**src/sv/ias_pkg.sv**
```systemverilog
package ias_pkg;

	localparam int unsigned DefStackDepth = 128;
	localparam int unsigned ValueWidth    = 32;
	localparam int unsigned IndexWidth    = 8;
	localparam int unsigned CountOutWidth = 8;

	typedef enum logic [1:0] {
		REQ_PUSH   = 2'd0,
		REQ_POP    = 2'd1,
		REQ_PEEK   = 2'd2,
		REQ_CHANGE = 2'd3
	} req_kind_t;

	typedef enum logic [1:0] {
		ST_OK    = 2'd0,
		ST_OVER  = 2'd1,
		ST_UNDER = 2'd2
	} status_code_t;

	typedef enum logic {
		S_IDLE,
		S_RESULT
	} ctrl_state_t;

	// controller to datapath
	typedef struct packed {
		logic accept;
		logic load_out;
	} ctrl_cmd_t;

	// datapath to controller
	typedef struct packed {
		logic slot_free;
	} dp_status_t;

endpackage

```
**src/sv/ias_req_if.sv**
```systemverilog
interface ias_req_if;
	logic               valid;
	logic               ready;
	logic [1:0]         req_type;
	logic signed [31:0] value;
	logic [7:0]         depth_index;

	modport source (output valid, output req_type, output value, output depth_index,
		input ready);
	modport sink (input valid, input req_type, input value, input depth_index,
		output ready);
endinterface

```
**src/sv/ias_rsp_if.sv**
```systemverilog
interface ias_rsp_if;
	logic               valid;
	logic               ready;
	logic signed [31:0] data;
	logic [1:0]         status;
	logic [7:0]         count;

	modport source (output valid, output data, output status, output count,
		input ready);
	modport sink (input valid, input data, input status, input count,
		output ready);
endinterface

```
**src/sv/ias_ram.sv**
```systemverilog
module ias_ram #(
	parameter int unsigned Width = 32,
	parameter int unsigned Depth = 128,
	localparam int unsigned AddrWidth = (Depth > 1) ? $clog2(Depth) : 1
) (
	input  logic                 clk,
	input  logic                 we,
	input  logic [AddrWidth-1:0] waddr,
	input  logic [Width-1:0]     wdata,
	input  logic                 re,
	input  logic [AddrWidth-1:0] raddr,
	output logic [Width-1:0]     rdata
);

	logic [Width-1:0] mem_q [Depth];
	logic [Width-1:0] rdata_q;

	always_ff @(posedge clk) begin
		if (we) begin
			mem_q[waddr] <= wdata;
		end
		if (re) begin
			rdata_q <= mem_q[raddr];
		end
	end

	assign rdata = rdata_q;

endmodule

```
**src/sv/ias_ctrl.sv**
```systemverilog
module ias_ctrl
	import ias_pkg::*;
(
	input  logic       clk,
	input  logic       arst_n,
	input  logic       in_valid,
	output logic       in_ready,
	input  dp_status_t dp_status,
	output ctrl_cmd_t  cmd
);

	ctrl_state_t state_q, state_next;

	always_ff @(posedge clk or negedge arst_n) begin
		if (!arst_n) begin
			state_q <= S_IDLE;
		end else begin
			state_q <= state_next;
		end
	end

	always_comb begin
		state_next = state_q;
		unique case (state_q)
			S_IDLE: begin
				if (in_valid) begin
					state_next = S_RESULT;
				end
			end
			S_RESULT: begin
				if (dp_status.slot_free) begin
					state_next = S_IDLE;
				end
			end
			default: state_next = S_IDLE;
		endcase
	end

	always_comb begin
		in_ready     = 1'b0;
		cmd.accept   = 1'b0;
		cmd.load_out = 1'b0;
		unique case (state_q)
			S_IDLE: begin
				in_ready   = 1'b1;
				cmd.accept = in_valid;
			end
			S_RESULT: begin
				cmd.load_out = dp_status.slot_free;
			end
			default: ;
		endcase
	end

endmodule

```
**src/sv/ias_datapath.sv**
```systemverilog
module ias_datapath
	import ias_pkg::*;
#(
	parameter int unsigned StackDepth = DefStackDepth
) (
	input  logic                         clk,
	input  logic                         arst_n,
	input  ctrl_cmd_t                    cmd,
	output dp_status_t                   dp_status,
	input  logic [1:0]                   req_type,
	input  logic signed [ValueWidth-1:0] value,
	input  logic [IndexWidth-1:0]        depth_index,
	output logic                         out_valid,
	input  logic                         out_ready,
	output logic signed [ValueWidth-1:0] out_data,
	output logic [1:0]                   out_status,
	output logic [CountOutWidth-1:0]     out_count
);

	localparam int unsigned AddrWidth  = $clog2(StackDepth);
	localparam int unsigned CountWidth = $clog2(StackDepth + 1);
	localparam int unsigned CmpWidth   = CountWidth + IndexWidth + CountOutWidth;

	// stack state
	logic [CountWidth-1:0] count_q, count_next;

	// request held while the read completes
	status_code_t          status_q, status_next;
	logic                  use_ram_q, use_ram_next;
	logic [ValueWidth-1:0] word_q, word_next;

	// output register
	logic                         out_valid_q;
	logic signed [ValueWidth-1:0] out_data_q;
	logic [1:0]                   out_status_q;
	logic [CountOutWidth-1:0]     out_count_q;

	// ram port signals
	logic                  ram_we, ram_re;
	logic [AddrWidth-1:0]  ram_waddr, ram_raddr;
	logic [ValueWidth-1:0] ram_rdata;

	logic [CmpWidth-1:0] count_ext, depth_ext, pos_ext;
	logic                is_full, is_empty, depth_bad;

	assign count_ext = CmpWidth'(count_q);
	assign depth_ext = CmpWidth'(depth_index);
	assign pos_ext   = count_ext - depth_ext;
	assign is_full   = (count_ext == CmpWidth'(StackDepth));
	assign is_empty  = (count_q == '0);
	assign depth_bad = (depth_index == '0) || (depth_ext > count_ext);

	always_comb begin
		count_next   = count_q;
		status_next  = ST_OK;
		use_ram_next = 1'b0;
		word_next    = '0;
		ram_we       = 1'b0;
		ram_re       = 1'b0;
		ram_waddr    = pos_ext[AddrWidth-1:0];
		ram_raddr    = pos_ext[AddrWidth-1:0];
		unique case (req_kind_t'(req_type))
			REQ_PUSH: begin
				ram_waddr = count_ext[AddrWidth-1:0];
				if (is_full) begin
					status_next = ST_OVER;
				end else begin
					ram_we     = cmd.accept;
					count_next = count_q + CountWidth'(1);
				end
			end
			REQ_POP: begin
				ram_raddr = count_next[AddrWidth-1:0];
				if (is_empty) begin
					status_next = ST_UNDER;
				end else begin
					count_next   = count_q - CountWidth'(1);
					ram_raddr    = count_next[AddrWidth-1:0];
					ram_re       = cmd.accept;
					use_ram_next = 1'b1;
				end
			end
			REQ_PEEK: begin
				if (depth_bad) begin
					status_next = ST_UNDER;
				end else begin
					ram_re       = cmd.accept;
					use_ram_next = 1'b1;
				end
			end
			REQ_CHANGE: begin
				if (depth_bad) begin
					status_next = ST_UNDER;
				end else begin
					ram_we    = cmd.accept;
					word_next = value;
				end
			end
			default: status_next = ST_UNDER;
		endcase
	end

	always_ff @(posedge clk or negedge arst_n) begin
		if (!arst_n) begin
			count_q <= '0;
		end else if (cmd.accept) begin
			count_q <= count_next;
		end
	end

	always_ff @(posedge clk) begin
		if (cmd.accept) begin
			status_q  <= status_next;
			use_ram_q <= use_ram_next;
			word_q    <= word_next;
		end
	end

	ias_ram #(
		.Width(ValueWidth),
		.Depth(StackDepth)
	) u_ram (
		.clk  (clk),
		.we   (ram_we),
		.waddr(ram_waddr),
		.wdata(value),
		.re   (ram_re),
		.raddr(ram_raddr),
		.rdata(ram_rdata)
	);

	assign dp_status.slot_free = !out_valid_q || out_ready;

	always_ff @(posedge clk or negedge arst_n) begin
		if (!arst_n) begin
			out_valid_q <= 1'b0;
		end else if (cmd.load_out) begin
			out_valid_q <= 1'b1;
		end else if (out_ready) begin
			out_valid_q <= 1'b0;
		end
	end

	always_ff @(posedge clk) begin
		if (cmd.load_out) begin
			out_data_q   <= use_ram_q ? ram_rdata : word_q;
			out_status_q <= status_q;
			out_count_q  <= count_ext[CountOutWidth-1:0];
		end
	end

	assign out_valid  = out_valid_q;
	assign out_data   = out_data_q;
	assign out_status = out_status_q;
	assign out_count  = out_count_q;

endmodule

```
**src/sv/indexed_array_stack_core.sv**
```systemverilog
// channel  modport  transfer carries
// req      sink     req_type, value, depth_index
// rsp      source   data, status, count
//
// a request passes through the idle and result states: the stack memory has a registered
// read port, so a pop or peek word is ready in the cycle after the request transfer
// push, change and the element count are updated at the request transfer itself
// a result waits in the output register while rsp is stalled; the next request is taken
// once that result has moved into the output register
// reset clears the element count and the handshake state; the memory needs no clearing
module indexed_array_stack_core
	import ias_pkg::*;
#(
	parameter int unsigned StackDepth = DefStackDepth
) (
	input logic   clk,
	input logic   arst_n,
	ias_req_if.sink   req,
	ias_rsp_if.source rsp
);

	// command and status between the sequencer and the datapath
	ctrl_cmd_t  cmd;
	dp_status_t dp_status;

	// sequencer: idle, or holding one request until its result is registered
	ias_ctrl u_ctrl (
		.clk      (clk),
		.arst_n   (arst_n),
		.in_valid (req.valid),
		.in_ready (req.ready),
		.dp_status(dp_status),
		.cmd      (cmd)
	);

	// datapath: element count, stack memory, request checks and output register
	ias_datapath #(
		.StackDepth(StackDepth)
	) u_datapath (
		.clk        (clk),
		.arst_n     (arst_n),
		.cmd        (cmd),
		.dp_status  (dp_status),
		.req_type   (req.req_type),
		.value      (req.value),
		.depth_index(req.depth_index),
		.out_valid  (rsp.valid),
		.out_ready  (rsp.ready),
		.out_data   (rsp.data),
		.out_status (rsp.status),
		.out_count  (rsp.count)
	);

endmodule

```
**src/flat_wrapper.sv**
```systemverilog
// flat-port wrapper written by rule: the top's interface ports become plain ports
module indexed_array_stack_core_flat import ias_pkg::*;
#(
	parameter int unsigned StackDepth = DefStackDepth
)
  (clk, arst_n, req_valid, req_req_type, req_value, req_depth_index, req_ready, rsp_valid, rsp_data, rsp_status, rsp_count, rsp_ready);
  ias_req_if req_i ();
  ias_rsp_if rsp_i ();
  input logic clk;
  input logic arst_n;
  input wire logic [$bits(req_i.valid)-1:0] req_valid;
  input wire logic [$bits(req_i.req_type)-1:0] req_req_type;
  input wire logic [$bits(req_i.value)-1:0] req_value;
  input wire logic [$bits(req_i.depth_index)-1:0] req_depth_index;
  output wire logic [$bits(req_i.ready)-1:0] req_ready;
  output wire logic [$bits(rsp_i.valid)-1:0] rsp_valid;
  output wire logic [$bits(rsp_i.data)-1:0] rsp_data;
  output wire logic [$bits(rsp_i.status)-1:0] rsp_status;
  output wire logic [$bits(rsp_i.count)-1:0] rsp_count;
  input wire logic [$bits(rsp_i.ready)-1:0] rsp_ready;
  assign req_i.valid = req_valid;
  assign req_i.req_type = req_req_type;
  assign req_i.value = req_value;
  assign req_i.depth_index = req_depth_index;
  assign req_ready = req_i.ready;
  assign rsp_valid = rsp_i.valid;
  assign rsp_data = rsp_i.data;
  assign rsp_status = rsp_i.status;
  assign rsp_count = rsp_i.count;
  assign rsp_i.ready = rsp_ready;
  indexed_array_stack_core #(.StackDepth(StackDepth)) u_core (.clk(clk), .arst_n(arst_n), .req(req_i), .rsp(rsp_i));
endmodule
```
**config.mk**
```make
export PLATFORM = sky130hd
export DESIGN_NAME = indexed_array_stack_core_flat
export DESIGN_NICKNAME = d
export VERILOG_FILES = /design/src/sv/ias_pkg.sv /design/src/sv/ias_req_if.sv /design/src/sv/ias_rsp_if.sv /design/src/sv/ias_ram.sv /design/src/sv/ias_ctrl.sv /design/src/sv/ias_datapath.sv /design/src/sv/indexed_array_stack_core.sv /design/src/flat_wrapper.sv
export SDC_FILE = /design/constraint.sdc
export NUM_CORES = 2
export LEC_CHECK = 0
export ABC_CLOCK_PERIOD_IN_PS = 7550
export BUFFER_PORTS_ARGS = -buffer_cell sky130_fd_sc_hd__buf_2
export CAP_MARGIN = 15
export CORE_MARGIN = 8
export CORE_UTILIZATION = 54
export DETAILED_ROUTE_END_ITERATION = 10
export PLACE_DENSITY = 0.7
export SLEW_MARGIN = 15
export SYNTH_ARGS = -nofsm -noshare
export SYNTH_HDL_FRONTEND = slang
export SYNTH_HIERARCHICAL = 1
export SYNTH_SLANG_ARGS = --single-unit
```
**constraint.sdc**
```tcl
create_clock -name clk -period 7.55 [get_ports clk]
set_input_delay 1.1325 -clock clk [delete_from_list [all_inputs] [get_ports clk]]
set_output_delay 1.1325 -clock clk [all_outputs]
set_load 0.01 [all_outputs]
```
==> results.cfg <==
[worst_hold_path]
hold_class = in -> async

[power_and_ir_drop]
p_per_area_nw_per_um2 = 395
p_total_mw = 72.1
p_int_mw = 48.7
seq_power_share_pct = 36.6
cellLeakagePower_nw = 56.0
switching_power_mw = 23.4
peakVddDrop_mv = 0.568
switching_share_pct = 32.5
power.share.clock_pct = 28.0
p_comb_share_pct = 35.4

[global_routing]
grt_usage_pct = 26.6
grt_start_max_net_pins = 100
antenna_found_initial = 35
grt_pass1_wl_um = 589000
first_global_vias = 75000
gr-total-overflow = 0

[cts]
h-tree-depth = 5
cts_setup_buffers = 0
cts_made_buffers = 405
clk_latency_ns = 0.97
ctsHoldBuffers = 0
cts_root_buf = clkbuf_16
path_clk_slew_ns = 0.06
clockBufferDepth = 4
tritoncts = done
cts.sinks = 4215
ctsResizeCount = 0

[drt]
drtAntennaViolNets = 0
first_pass_iters = 7
wl_met2_um = 197000
drt-initial-drc-count = 11800
post_drt_via_cell_ratio = 6.83
drc = 0
dr_wl_met3_um = 53400
vias = 75600
top_layer = met5
wire_per_inst_um = 38.3
drt_wl_total_um = 424000
m1WireLength_um = 156000

[finish]
utilization_pct = 61.5
drive_above_1_share_pct = 35.3
nNetsFinal = 6840
area_delta_synth_final_pct = 13.3

[flow_run]
drv_cap = 0

[logic_synthesis]
yosys_warnings = 6
ys_ff_latch = 4215
synth_ff_type = edfxtp_1
synth.avg_cell_area_um2 = 25.4
synthesis.nets = 6404
synth_edf_count = 4205
seq_area_frac_synth_pct = 78.6
ys_types = 58
syn_area_um2 = 161000
synth_cells = 6335
synth_async_sr_flop_share_pct = 0.237

[sta]
fin_crit_ns = 6.32
setup_slack_ns = 1.23
fin_skew_ns = 0.0620
fin_crit_sh_pct = 83.6
tns_ns = 0
setup_viol = 0
finalMaxSlewViolations = 0
fmax_mhz = 158
rsz0062_at_grt = false
hold_viol_final = 0
tightest_slew_ns = 1.30
hold_ws_ns = 0.115
relSlewSlack_pct = 13.4

[die]
initial_core_util_pct = 54.3
die-area_um2 = 316000
dieWidth_um = 562
die_height_um = 562
pin_count = 90
core_um2 = 297000
num_rows = 200

[placed_design]
dp_hpwl_um = 241000
port_buffers = 89
pre_cts_ws_ns = 0.850
routabilityCongestion = 0.899

[setup_path]
required_ns = 8.15
cp-end-kind = register
arrival_ns = 6.91
critPathMaxFanout = 33
cp-start-kind = register
crit_type = reg -> reg

[outcome]
status = finished clean
## cell usage after synthesis, types with 2 or more instances
master,number,share of area (%)
o32ai_1,2,0.011
inv_1,23,0.054
nand3_1,16,0.050
nand4_1,4,0.016
a22oi_1,2,0.0093
mux4_2,1344,19
nor2_2,2,0.0078
a21boi_0,2,0.0093
o21ai_0,16,0.050
o211ai_1,2,0.0093
mux2i_1,3,0.019
a21oi_1,11,0.034
nand2_1,27,0.063
ha_1,22,0.17
nand2b_1,6,0.023
dfrtp_1,10,0.16
and3_1,3,0.012
mux2_2,65,0.45
nor3_1,12,0.037
buf_2,82,0.25
buf_1,53,0.12
buf_4,3,0.014
o21bai_1,2,0.0093
nor2b_1,12,0.047
and2_1,32,0.12
edfxtp_1,4205,78
nor2_1,134,0.31
o31ai_1,2,0.0093
o22ai_1,5,0.019
buf_6,5,0.035
nor4_1,3,0.012
xnor2_1,11,0.060
a311oi_1,2,0.011
clkbuf_1,187,0.44
xor2_1,2,0.011
## state kept, by name, summed over array words and instances, names as in the netlist
signal,flops
u_core/u_datapath/u_ram/mem_q,4096
u_core/u_datapath/status_q,2
u_core/u_datapath/out_count,8
u_core/u_datapath/u_ram/rdata,32
u_core/u_datapath/use_ram_q,1
u_core/u_datapath/out_status,2
u_core/u_datapath/out_valid,1
u_core/u_datapath/count_q,8
u_core/u_datapath/out_data,32
u_core/u_datapath/word_q,32
u_core/u_ctrl/state_q,1
## stage by stage
| step | area, µm² | std cells |
|---|---|---|
| final | 182000 | 11100 |
| after global routing | 182000 | 11000 |
| after CTS | 182000 | 11000 |
| after detailed placement | 169000 | 10300 |
| after global placement | 169000 | 10300 |
| after floorplan | 161000 | 6335 |
## per-layer routing
metal  up-vias  GRT usage, %
li1      28600             -
met4        12          9.71
met1     41300          37.8
met5         -             0
met2      4982          40.6
met3       764          6.96
## critical path: stages (launching register included)
cell and delay (ns):
dfrtp_1 0.83, inv_1 0.34, ha_1 0.28, o21bai_1 0.21, a211oi_2 0.14, and4bb_4 0.88, o211a_1 0.54, nand3_2 1.08
nor2_4 1.20, buf_4 0.42
## cell usage in the layout (no fill, tap or decap), types with 50 or more instances in the layout
| cell | Yosys | final |
|---|---|---|
| edfxtp_1 | 4205 | 4205 |
| mux4_2 | 1344 | 1344 |
| clkbuf_16 | 0 | 408 |
| buf_4 | 3 | 238 |
| nor2_4 | 0 | 119 |
| clkinv_2 | 0 | 87 |
| clkinv_1 | 0 | 86 |
| clkbuf_1 | 187 | 72 |
| mux2_2 | 65 | 65 |
| buf_2 | 82 | 57 |
| buf_12 | 0 | 50 |
## area by class of cell
type	instances	area (µm²)
flip-flops and latches	4215	127000
fillers	19400	114000
inverters	23	86.3
diodes	23	57.6
well taps	3939	4930
multi-input cells	1767	34200
clock buffers	482	10500
repair buffers	359	3430
clock inverters	262	2760
## logic make-up after synthesis
logic type               Yosys count  synth area share (%)
AO/OA/AOI/OAI                     59                 0.252
buffers and inverters            353                 0.917
adder cells (fa/ha/maj)           23                 0.183
flip-flops                      4215                  78.6
multiplexers                    1412                  19.3
XOR/XNOR                          13                0.0707
AND/OR/NAND/NOR                  260                 0.757
## worst paths after layout
kind	start	end	slack [ns]	cells past startpoint
worst max-delay path	u_core/u_datapath/count_q[1]	u_core/u_datapath/u_ram/mem_q[59][4]	1.23	9
worst min-delay path	arst_n	u_core/u_datapath/out_valid	0.12	1
worst max register to register	u_core/u_datapath/count_q[1]	u_core/u_datapath/u_ram/mem_q[59][4]	1.23	9
worst min register to register	u_core/u_datapath/word_q[20]	u_core/u_datapath/out_data[20]	0.52	1
max in group asynchronous	arst_n	u_core/u_datapath/count_q[4]	7.08	1
min in group clk	req_valid	u_core/u_ctrl/state_q	0.43	3
## power groups by stage
stage | clock, mW | combinational [mW] | sequential (mW)
floorplan | 0 | 15.1 | 26.8
global placement | 0 | 25.0 | 26.9
detailed placement | 0 | 25.1 | 26.9
CTS | 20.4 | 25.2 | 26.4
global route | 21.3 | 26.1 | 26.4
finish | 20.2 | 25.5 | 26.4
Note: power is estimated with default switching activity, not from simulation.
